`src/hw/rtl/ncws_pkg.sv`:
```
`timescale 1ns / 1ps

package ncws_pkg;

    localparam int DEPTH_BITS  = 16;
    localparam int LENGTH_BITS = 16;
    localparam int LEN_EXT     = (LENGTH_BITS > 16) ? LENGTH_BITS : 16;

    localparam int CHAR_W     = 21;
    localparam int IN_DATA_W  = 24;
    localparam int IN_USER_W  = 3;
    localparam int OUT_DATA_W = 16;
    localparam int OUT_USER_W = 3;

    localparam logic [1:0] KIND_NONE  = 2'd0;
    localparam logic [1:0] KIND_WS    = 2'd1;
    localparam logic [1:0] KIND_CMT   = 2'd2;
    localparam logic [1:0] KIND_UNTRM = 2'd3;

    localparam logic [CHAR_W-1:0] CH_SPACE = CHAR_W'(32);
    localparam logic [CHAR_W-1:0] CH_TAB   = CHAR_W'(9);
    localparam logic [CHAR_W-1:0] CH_SLASH = CHAR_W'(47);
    localparam logic [CHAR_W-1:0] CH_STAR  = CHAR_W'(42);

    typedef struct packed {
        logic              start_req;
        logic              allow_whitespace;
        logic              allow_comment;
        logic [CHAR_W-1:0] char_code;
        logic              at_end;
    } t_item;

    typedef struct packed {
        logic [1:0]  token_kind;
        logic [15:0] token_length;
        logic        ending_consumed;
    } t_result;

    function automatic logic [15:0] clamp_len(input logic [LENGTH_BITS-1:0] len);
        logic [LEN_EXT-1:0] v;
        v = LEN_EXT'(len);
        if (v > LEN_EXT'(17'h0FFFF)) begin
            return 16'hFFFF;
        end
        return v[15:0];
    endfunction

endpackage

```
`src/hw/rtl/ncws_in_reg.sv`:
```
`timescale 1ns / 1ps

module ncws_in_reg
    import ncws_pkg::*;
(
    input  logic                 i_clk,
    input  logic                 i_rst_n,
    input  logic                 i_s_axis_tvalid,
    output logic                 o_s_axis_tready,
    input  logic [IN_DATA_W-1:0] i_s_axis_tdata,
    input  logic [IN_USER_W-1:0] i_s_axis_tuser,
    input  logic                 i_s_axis_tlast,
    output logic                 o_valid,
    output t_item                o_item,
    input  logic                 i_take
);

    logic  r_valid;
    t_item r_item;
    logic  accept;

    assign o_s_axis_tready = !r_valid || i_take;
    assign accept          = i_s_axis_tvalid && o_s_axis_tready;

    always_ff @(posedge i_clk) begin
        if (!i_rst_n) begin
            r_valid <= 1'b0;
        end else if (accept) begin
            r_valid <= 1'b1;
        end else if (i_take) begin
            r_valid <= 1'b0;
        end
    end

    always_ff @(posedge i_clk) begin
        if (accept) begin
            r_item.start_req        <= i_s_axis_tuser[0];
            r_item.allow_whitespace <= i_s_axis_tuser[1];
            r_item.allow_comment    <= i_s_axis_tuser[2];
            r_item.char_code        <= i_s_axis_tdata[CHAR_W-1:0];
            r_item.at_end           <= i_s_axis_tlast;
        end
    end

    assign o_valid = r_valid;
    assign o_item  = r_item;

endmodule

```
`src/hw/rtl/ncws_core.sv`:
```
`timescale 1ns / 1ps

module ncws_core
    import ncws_pkg::*;
(
    input  logic    i_clk,
    input  logic    i_rst_n,
    input  logic    i_valid,
    input  t_item   i_item,
    output logic    o_take,
    output logic    o_res_valid,
    output t_result o_res,
    input  logic    i_res_ready
);

    localparam logic [2:0] MODE_IDLE  = 3'd0;
    localparam logic [2:0] MODE_WS    = 3'd1;
    localparam logic [2:0] MODE_OPEN  = 3'd2;
    localparam logic [2:0] MODE_BODY  = 3'd3;
    localparam logic [2:0] MODE_STAR  = 3'd4;
    localparam logic [2:0] MODE_SLASH = 3'd5;

    localparam logic [DEPTH_BITS-1:0]  DEPTH_MAX = {DEPTH_BITS{1'b1}};
    localparam logic [LENGTH_BITS-1:0] LEN_MAX   = {LENGTH_BITS{1'b1}};

    logic [2:0]             r_mode, n_mode;
    logic [DEPTH_BITS-1:0]  r_depth, n_depth;
    logic [LENGTH_BITS-1:0] r_len, n_len;
    logic                   r_res_valid;
    t_result                r_res;

    logic                   emit;
    logic [1:0]             emit_kind;
    logic                   emit_cons;
    logic [LENGTH_BITS-1:0] emit_len;
    logic [LENGTH_BITS-1:0] len_inc;
    logic [DEPTH_BITS-1:0]  depth_dec;
    logic                   blank;
    logic [CHAR_W-1:0]      c;

    assign o_take  = i_valid && (!r_res_valid || i_res_ready);
    assign c       = i_item.char_code;
    assign blank   = (c == CH_SPACE) || (c == CH_TAB);
    assign len_inc = (r_len == LEN_MAX) ? r_len : r_len + LENGTH_BITS'(1);
    assign depth_dec = r_depth - DEPTH_BITS'(1);

    always_comb begin
        n_mode    = r_mode;
        n_depth   = r_depth;
        n_len     = r_len;
        emit      = 1'b0;
        emit_kind = KIND_NONE;
        emit_cons = 1'b0;
        emit_len  = r_len;
        if (i_item.start_req) begin
            n_mode  = MODE_IDLE;
            n_depth = '0;
            n_len   = '0;
            if (i_item.at_end) begin
                emit = 1'b1;
            end else if (i_item.allow_whitespace && blank) begin
                n_mode = MODE_WS;
                n_len  = LENGTH_BITS'(1);
            end else if (i_item.allow_comment && (c == CH_SLASH)) begin
                n_mode = MODE_OPEN;
                n_len  = LENGTH_BITS'(1);
            end else begin
                emit = 1'b1;
            end
        end else begin
            case (r_mode)
                MODE_WS: begin
                    if (i_item.at_end || !blank) begin
                        emit      = 1'b1;
                        emit_kind = KIND_WS;
                    end else begin
                        n_len = len_inc;
                    end
                end
                MODE_OPEN: begin
                    if (i_item.at_end || (c != CH_STAR)) begin
                        emit = 1'b1;
                    end else begin
                        n_len   = len_inc;
                        n_depth = DEPTH_BITS'(1);
                        n_mode  = MODE_BODY;
                    end
                end
                MODE_BODY, MODE_STAR, MODE_SLASH: begin
                    if (i_item.at_end) begin
                        emit      = 1'b1;
                        emit_kind = KIND_UNTRM;
                    end else if ((r_mode == MODE_STAR) && (c == CH_SLASH)) begin
                        n_len   = len_inc;
                        n_depth = depth_dec;
                        n_mode  = MODE_BODY;
                        if (depth_dec == '0) begin
                            emit      = 1'b1;
                            emit_kind = KIND_CMT;
                            emit_cons = 1'b1;
                            emit_len  = len_inc;
                        end
                    end else if ((r_mode == MODE_SLASH) && (c == CH_STAR)) begin
                        n_len   = len_inc;
                        n_depth = (r_depth == DEPTH_MAX) ? r_depth
                                                         : r_depth + DEPTH_BITS'(1);
                        n_mode  = MODE_BODY;
                    end else begin
                        n_len = len_inc;
                        if (c == CH_STAR) begin
                            n_mode = MODE_STAR;
                        end else if (c == CH_SLASH) begin
                            n_mode = MODE_SLASH;
                        end else begin
                            n_mode = MODE_BODY;
                        end
                    end
                end
                default: begin
                    n_mode = MODE_IDLE;
                end
            endcase
        end
        if (emit) begin
            n_mode  = MODE_IDLE;
            n_depth = '0;
            n_len   = '0;
        end
    end

    always_ff @(posedge i_clk) begin
        if (!i_rst_n) begin
            r_mode      <= MODE_IDLE;
            r_depth     <= '0;
            r_len       <= '0;
            r_res_valid <= 1'b0;
        end else begin
            if (o_take) begin
                r_mode  <= n_mode;
                r_depth <= n_depth;
                r_len   <= n_len;
            end
            if (o_take && emit) begin
                r_res_valid <= 1'b1;
            end else if (i_res_ready) begin
                r_res_valid <= 1'b0;
            end
        end
    end

    always_ff @(posedge i_clk) begin
        if (o_take && emit) begin
            r_res.token_kind      <= emit_kind;
            r_res.token_length    <= (emit_kind == KIND_NONE) ? 16'd0 : clamp_len(emit_len);
            r_res.ending_consumed <= emit_cons;
        end
    end

    assign o_res_valid = r_res_valid;
    assign o_res       = r_res;

endmodule

```
`src/hw/rtl/nested_comment_whitespace_scanner.sv`:
```
`timescale 1ns / 1ps
// Channel   Direction  tdata                     tuser                             tlast
// s_axis    in         char_code[20:0], pad      start_req, allow_ws, allow_comment at_end
// m_axis    out        token_length[15:0]        token_kind[1:0], ending_consumed  none
//
// One character per clock is sustained while no result is held on m_axis. The
// character that ends the scan passes the input register, then the result register.
// The next scan state is combinational, so the state loop sets the rate.
// Reset is synchronous and active low; it returns the scanner to idle with no result.
// A stall on m_axis holds the result and fills the input register, then drops s_axis tready.

module nested_comment_whitespace_scanner
    import ncws_pkg::*;
(
    input  logic                  i_clk,
    input  logic                  i_rst_n,
    input  logic                  i_s_axis_tvalid,
    output logic                  o_s_axis_tready,
    // char_code[20:0], zero pad [23:21]
    input  logic [IN_DATA_W-1:0]  i_s_axis_tdata,
    // start_req[0], allow_whitespace[1], allow_comment[2]
    input  logic [IN_USER_W-1:0]  i_s_axis_tuser,
    input  logic                  i_s_axis_tlast,
    output logic                  o_m_axis_tvalid,
    input  logic                  i_m_axis_tready,
    // token_length[15:0]
    output logic [OUT_DATA_W-1:0] o_m_axis_tdata,
    // token_kind[1:0], ending_consumed[2]
    output logic [OUT_USER_W-1:0] o_m_axis_tuser
);

    logic    item_valid;
    t_item   item;
    logic    take;
    t_result res;

    ncws_in_reg u_in_reg (
        .i_clk           (i_clk),
        .i_rst_n         (i_rst_n),
        .i_s_axis_tvalid (i_s_axis_tvalid),
        .o_s_axis_tready (o_s_axis_tready),
        .i_s_axis_tdata  (i_s_axis_tdata),
        .i_s_axis_tuser  (i_s_axis_tuser),
        .i_s_axis_tlast  (i_s_axis_tlast),
        .o_valid         (item_valid),
        .o_item          (item),
        .i_take          (take)
    );

    ncws_core u_core (
        .i_clk       (i_clk),
        .i_rst_n     (i_rst_n),
        .i_valid     (item_valid),
        .i_item      (item),
        .o_take      (take),
        .o_res_valid (o_m_axis_tvalid),
        .o_res       (res),
        .i_res_ready (i_m_axis_tready)
    );

    assign o_m_axis_tdata = res.token_length;
    assign o_m_axis_tuser = {res.ending_consumed, res.token_kind};

endmodule
```
`config.mk`:
```
export PLATFORM = sky130hd
export DESIGN_NAME = nested_comment_whitespace_scanner
export DESIGN_NICKNAME = d
export VERILOG_FILES = /design/src/hw/rtl/ncws_pkg.sv /design/src/hw/rtl/ncws_in_reg.sv /design/src/hw/rtl/ncws_core.sv /design/src/hw/rtl/nested_comment_whitespace_scanner.sv
export SDC_FILE = /design/constraint.sdc
export NUM_CORES = 1
export LEC_CHECK = 0
export ABC_AREA = 1
export BUFFER_PORTS_ARGS = -buffer_cell sky130_fd_sc_hd__buf_4
export CORE_UTILIZATION = 45
export CTS_CLUSTER_DIAMETER = 50
export CTS_CLUSTER_SIZE = 14
export DETAILED_ROUTE_END_ITERATION = 16
export HOLD_SLACK_MARGIN = 0.1
export REMOVE_ABC_BUFFERS = 1
export SYNTH_ARGS = -nofsm -noshare
export SYNTH_HDL_FRONTEND = slang
export SYNTH_SLANG_ARGS = --single-unit
```
`constraint.sdc`:
```
create_clock -name i_clk -period 5.8 [get_ports i_clk]
set_input_delay 1.74 -clock i_clk [delete_from_list [all_inputs] [get_ports i_clk]]
set_output_delay 1.74 -clock i_clk [all_outputs]
set_load 0.005 [all_outputs]
```
==> impl_metrics.ini, run 1 <==
[synth]
yosysWarnings = 0
synth_top_cell_by_area = edfxtp_1
synth_xor_area_frac = 0.0382
ys_ff_latch = 81
ys_top_cells_by_area = edfxtp_1 (26%), dfxtp_1 (15%), nand2_1 (12%)
syn_inst = 669
synth_top_area_share = 0.262
async_flop_share = 0
synth.distinct_cells = 43
synth.most_common_cell = nand2_1
syn_area_um2 = 5040
synth_top_family_by_area = simple AND/OR/NAND/NOR gates
syn_area_per_cell_um2 = 7.54
synthTopCellsByCount = nand2_1 (162), nor2_1 (92), inv_1 (63)
synth_compound_area_frac = 0.104
synth_mux_area_frac = 0
synth_adder_area_share = 0.00992
synth_edf_count = 44
synth_ff_type = edfxtp_1
yosysSeqAreaShare = 0.409
synth-simple-area-share = 0.353

[setup_path]
cp-start-kind = primary input
arrival_ns = 2.17
rrSetupSlack_ns = 2.60
rr_worst_depth = 13
crit_type = in2out
r2r-start = u_in_reg.o_item[8]$_DFFE_PP_
required_ns = 4.06
timing.rr.end = u_core.o_res[8]$_SDFFCE_PN0P_
crit_path_end_kind = primary output
cp_max_fo = 3

[sta]
worst_pin_slew_ns = 0.855
skew_ns = 0.0136
hold_viol_final = 0
fmax_mhz = 256
finalCritPeriodShare = 0.675
rsz0062_at_grt = false
setup_viol = 0
slew_headroom = 0.429
maxSlewViolCount = 0
finalSetupTns_ns = 0
layout_setup_ws_ns = 1.89
min_period_ns = 3.91

[cts]
clockBufferDepth = 2
clk_pin_slew_ns = 0.08
postCtsSetupRepairBufs = 0
postCtsHoldBufs = 0
cts_resized = 0
h-tree-depth = 3
cts_tree = done
root_buffer = clkbuf_8
cts.sinks = 81
cts_buffers = 9
clkLatencyLatePin_ns = 0.37

[power]
seq_power_share = 0.468
p_sw_uw = 364
p_leak_nw = 2.40
intPower_mw = 1.03
powerDensity_nw_per_um2 = 245
power_frac_comb = 0.137
peakVddDrop_uv = 152
pwr-share-clk = 0.396
switching_share = 0.262

[worst_hold_path]
hp-start = u_core.r_len[7]$_SDFFE_PN0P_
min_to = u_core.r_len[7]$_SDFFE_PN0P_
holdCritPathClass = reg2reg
hold_depth = 2

[routing]
via_per_inst = 5.11
drtIter0Drc = 315
ant_nets = 0
routed_wl_um = 11100
drc = 0
via_count = 4341
post_drt_wl_per_cell_um = 13.0
drt-pass1-iter-count = 4

[global_route]
overflow = 0
first_global_vias = 4010
gr-usage-all-layers = 0.210
grt_max_degree = 27
grt_pass1_wl_um = 19100
antenna_found_initial = 0

[floorplanning]
start_util = 0.463
dieHeight_um = 108
ioPinCount = 53
core_area_um2 = 10900
dieWidth_um = 108
die-area_um2 = 11600
row_count = 38

[place]
place.gp.congestion = 0.866
dpl.hpwl_um = 7970
io_buffers = 49
pre_cts_ws_ns = 1.89
dpl_cell_area_um2 = 5410

[cells_and_area]
layout-drive-gt1-share = 0.168
antennaDiodeCount = 0
fillers = 1084
seq_area_um2 = 2060
synthToLayoutAreaGrowth_pct = 12.5
multi_input_area_um2 = 2540
nets = 741
stdcell_area_um2 = 5670
final_util = 0.521

[run_status]
status = complete, no violations

[job]
maxCapViolCount = 0
worst max-delay path by stage:
stage	start	end	slack, ns	depth (start not counted)
4_1_cts	i_m_axis_tready	o_s_axis_tready	1.88	4
5_1_grt	i_m_axis_tready	o_s_axis_tready	1.84	4
3_3_place_gp	i_m_axis_tready	o_s_axis_tready	1.90	4
6_report	i_m_axis_tready	o_s_axis_tready	1.89	4
2_1_floorplan	i_m_axis_tready	o_s_axis_tready	2.17	2
3_5_place_dp	i_m_axis_tready	o_s_axis_tready	1.89	4
flip-flops by register name (all words and copies together), names as in the netlist:
register / count
u_in_reg.o_item: 25
u_core.r_len: 16
u_core.r_depth: 16
u_core.r_mode: 3
u_core.o_res_valid: 1
u_in_reg.o_valid: 1
u_core.o_res: 19
per-layer routing:
layer / up-vias / GRT usage / routed length, µm
met5: - / 0 / 0
met2: 97 / 0.333 / 5070
met3: 10 / 0.0363 / 495
li1: 2257 / - / -
met1: 1977 / 0.292 / 5400
met4: 0 / 0.0626 / 126
power groups by stage:
stage,registers (mW),clock network (mW),logic (mW)
floorplan,0.659,0,0.137
global placement,0.663,0,0.187
detailed placement,0.664,0,0.191
CTS,0.651,0.559,0.191
global route,0.655,0.585,0.219
finish,0.651,0.551,0.190
cell usage in the layout (no fill, tap or decap), types with 2 or more instances in the layout:
cell	n
dfxtp_1	37
nor2_4	7
o21ai_1	2
a21oi_1	38
inv_1	63
buf_4	50
edfxtp_1	44
nor2_2	12
nand2_1	162
inv_2	2
o21ai_2	4
a31oi_1	3
nand2_8	3
nand4_2	3
nand2_2	10
o21ai_0	32
xor2_1	19
o211a_1	4
nand3b_1	2
bufinv_16	4
nand2_4	2
ha_1	4
nand4_1	8
nor2_1	92
a21oi_2	5
xnor2_1	3
nand3_1	57
clkbuf_8	9
nor3_1	16
worst max-delay path: stages:
cell	delay, ns
buf_4	0.10
inv_1	0.06
nand3_1	0.11
buf_4	0.16
through the flow:
step | instances | power [mW] | hold slack, ns
5_1_grt | 850 | 1.46 | 0.518
4_1_cts | 850 | 1.40 | 0.500
3_3_place_gp | 834 | 0.850 | 0.485
6_report | 850 | 1.39 | 0.500
3_5_place_dp | 834 | 0.855 | 0.488
2_1_floorplan | 644 | 0.796 | 0.469
kinds of logic (layout without fill, tap and decap cells):
logic type	count (synthesis)	after routing
AND/OR/NAND/NOR	381	381
buffers and inverters	91	132
AO/OA/AOI/OAI	90	90
flip-flops	81	81
XOR/XNOR	22	22
adder cells (fa/ha/maj)	4	4
area by class of cell:
| cell class | count | area share |
|---|---|---|
| multi-input combinational | 497 | 0.449 |
| sequential | 81 | 0.364 |
| timing repair buffer | 50 | 0.0662 |
| inverter | 66 | 0.0441 |
| tap | 140 | 0.0309 |
| clock inverter | 7 | 0.0247 |
| clock buffer | 9 | 0.0218 |
Note: power is estimated with default switching activity, not from simulation.
==> inputs of run 2 (changes only) <==
--- a/config.mk
+++ b/config.mk
@@ -5,7 +5,7 @@
 export SDC_FILE = /design/constraint.sdc
 export NUM_CORES = 1
 export LEC_CHECK = 0
-export ABC_AREA = 1
+export ABC_AREA = 0
 export BUFFER_PORTS_ARGS = -buffer_cell sky130_fd_sc_hd__buf_4
 export CORE_UTILIZATION = 45
 export CTS_CLUSTER_DIAMETER = 50
==> constraint.sdc (replaced) <==
create_clock -name i_clk -period 3.8 [get_ports i_clk]
set_input_delay 1.14 -clock i_clk [delete_from_list [all_inputs] [get_ports i_clk]]
set_output_delay 1.14 -clock i_clk [all_outputs]
set_load 0.005 [all_outputs]
==> run 2 against run 1 <==
Against the previous run:
- synthesized cell count shrank 19%
- combinational power fell by 49%
- worst hold slack better by 0.024 ns
- first-iteration DRC count fell by 8.6%
- register-to-register slack got worse by 2.2 ns
- sequential power grew 46%
- die area is 5.9% lower
- critical path type is now reg2reg
- critical endpoint is now u_core.o_res[9]$_SDFFCE_PN0P_
- largest cell class unchanged
- highest routed layer unchanged
==> impl_metrics.ini, run 2 <==
[run_status]
status = complete, no violations

[cts]
cts_tree = done
clockBufferDepth = 2
clk_pin_slew_ns = 0.09
postCtsSetupRepairBufs = 0
root_buffer = clkbuf_8
cts_buffers = 9
cts.sinks = 81
postCtsHoldBufs = 0
clkLatencyLatePin_ns = 0.36
h-tree-depth = 3
cts_resized = 0

[global_route]
grt_max_degree = 37
first_global_vias = 4020
antenna_found_initial = 0
grt_pass1_wl_um = 19800
gr-usage-all-layers = 0.227
overflow = 0

[cells_and_area]
synthToLayoutAreaGrowth_pct = 16.5
layout_common_cells = buf_4 (73), nor2_1 (52), edfxtp_1 (44), dfxtp_1 (37)
multi_input_area_um2 = 2480
stdcell_area_um2 = 5520
largest_reg_flops = 25
fillers = 1004
final_common_cell = buf_4
seq_area_um2 = 2060
antennaDiodeCount = 0
layout-drive-gt1-share = 0.177
nets = 625

[routing]
drtIter0Drc = 288
via_per_inst = 6.00
ant_nets = 0
via_count = 4381
routed_wl_um = 12200
post_drt_wl_per_cell_um = 16.6
drt-pass1-iter-count = 5
drc = 0

[floorplanning]
row_count = 37
core_area_um2 = 10300
dieHeight_um = 105
ioPinCount = 53
dieWidth_um = 105
die-area_um2 = 10900
start_util = 0.461

[synth]
synth-simple-area-share = 0.301
synth_mux_area_frac = 0.00449
async_flop_share = 0
synth_top_cell_by_area = edfxtp_1
synth_top_area_share = 0.279
synth.most_common_cell = nor2_1
syn_area_per_cell_um2 = 8.78
ys_top_cells_by_area = edfxtp_1 (28%), dfxtp_1 (16%), nor2_1 (4.1%)
synth_compound_area_frac = 0.201
yosysWarnings = 0
synth_xor_area_frac = 0.00554
synthTopCellsByCount = nor2_1 (52), edfxtp_1 (44), dfxtp_1 (37)
ys_ff_latch = 81
syn_inst = 540
synth.distinct_cells = 66
synth_top_family_by_area = simple AND/OR/NAND/NOR gates
syn_area_um2 = 4740
synth_ff_type = edfxtp_1
synth_adder_area_share = 0.0106
synth_edf_count = 44
yosysSeqAreaShare = 0.435

[setup_path]
required_ns = 3.94
arrival_ns = 3.49
cp-start-kind = flop
cp_max_fo = 13
cp_slowest_cell = nor3_1
rrSetupSlack_ns = 0.45
cp_cell_sequence = inv_1, ha_1, buf_4, o21ba_2, o41a_1, a211oi_2, and4b_4, nor3_1, o21ai_0, o41ai_1
crit_path_end_kind = flop
max_stage_delay_ns = 0.69
crit_type = reg2reg

[place]
pre_cts_ws_ns = 0.465
dpl_cell_area_um2 = 5320
place.gp.congestion = 0.902
dpl.hpwl_um = 8740
io_buffers = 49

[sta]
finalCritPeriodShare = 0.882
maxSlewViolCount = 0
layout_setup_ws_ns = 0.449
worst_pin_slew_ns = 1.07
rsz0062_at_grt = false
finalSetupTns_ns = 0
hold_viol_final = 0
slew_headroom = 0.277
hold_slack_ns = 0.524
min_period_ns = 3.35
setup_viol = 0
skew_ns = 0.0162
fmax_mhz = 298

[worst_hold_path]
holdCritPathClass = reg2reg

[power]
p_leak_nw = 1.99
powerDensity_nw_per_um2 = 309
peakVddDrop_uv = 150
power_mw = 1.71

[job]
maxCapViolCount = 0
run 2: changes by cell type in the layout (fill, tap and decap cells not counted), sizes merged, moves of 18 or more:
cell   delta
nand2   -141
nor2     -58
inv      -54
nand3    -28
buf      +24
xor2     -19
nor4     +18
run 2: stage by stage:
| stage | cells | util |
|---|---|---|
| after floorplan | 504 | - |
| after global placement | 714 | 0.518 |
| after detailed placement | 714 | 0.518 |
| after CTS | 730 | 0.537 |
| after global routing | 730 | 0.537 |
| final | 730 | 0.537 |
run 2: path summary, 6_finish.rpt:
| path | start | to | cells after the start |
|---|---|---|---|
| setup reg to reg | u_core.r_depth[1]$_SDFFE_PN0P_ | u_core.o_res[9]$_SDFFCE_PN0P_ | 10 |
| hold reg to reg | u_core.r_len[7]$_SDFFE_PN0P_ | u_core.r_len[7]$_SDFFE_PN0P_ | 2 |
| setup / recovery | u_core.r_depth[1]$_SDFFE_PN0P_ | u_core.o_res[9]$_SDFFCE_PN0P_ | 10 |
| hold / removal | u_core.r_len[7]$_SDFFE_PN0P_ | u_core.r_len[7]$_SDFFE_PN0P_ | 2 |
run 2: cell families (layout without fill, tap and decap cells):
kind of cell               after synthesis  after routing
DFF                                     81             81
muxes                                    2              2
and+or+nand+nor                        262            262
xor gates and xnor gates                 3              3
adders and majority gates                4              4
buffers and inverters                   47            101
AOI/OAI and AO/OA                      141            141
run 2: area by class of cell:
class / instances / share of cell area
multi-input cells: 412 / 0.449
flip-flops and latches: 81 / 0.373
clock inverters: 7 / 0.0140
well taps: 136 / 0.0308
repair buffers: 74 / 0.103
inverters: 11 / 0.00748
clock buffers: 9 / 0.0224
run 2: critical path, delay by kind of cell (launching register included):
family,cells,cell delay [ns]
compound gates,5,1.24
fa+ha+maj,1,0.18
buf+inv,2,0.34
flops,1,0.36
simple gates,2,1.01
run 2: power breakdown:
group | switching [mW] | leakage (nW) | total, mW | internal (mW)
Combinational | 0.0539 | 1.14 | 0.0974 | 0.0435
Sequential | 0.0110 | 0.746 | 0.953 | 0.942
Clock | 0.349 | 0.0954 | 0.658 | 0.309
run 2: routing by layer:
metal / GRT usage / share of wire / up-vias
met5: 0 / 0 / -
met4: 0.0734 / 0.020 / 0
met3: 0.0399 / 0.049 / 23
met2: 0.384 / 0.48 / 146
met1: 0.293 / 0.45 / 2049
li1: - / - / 2163
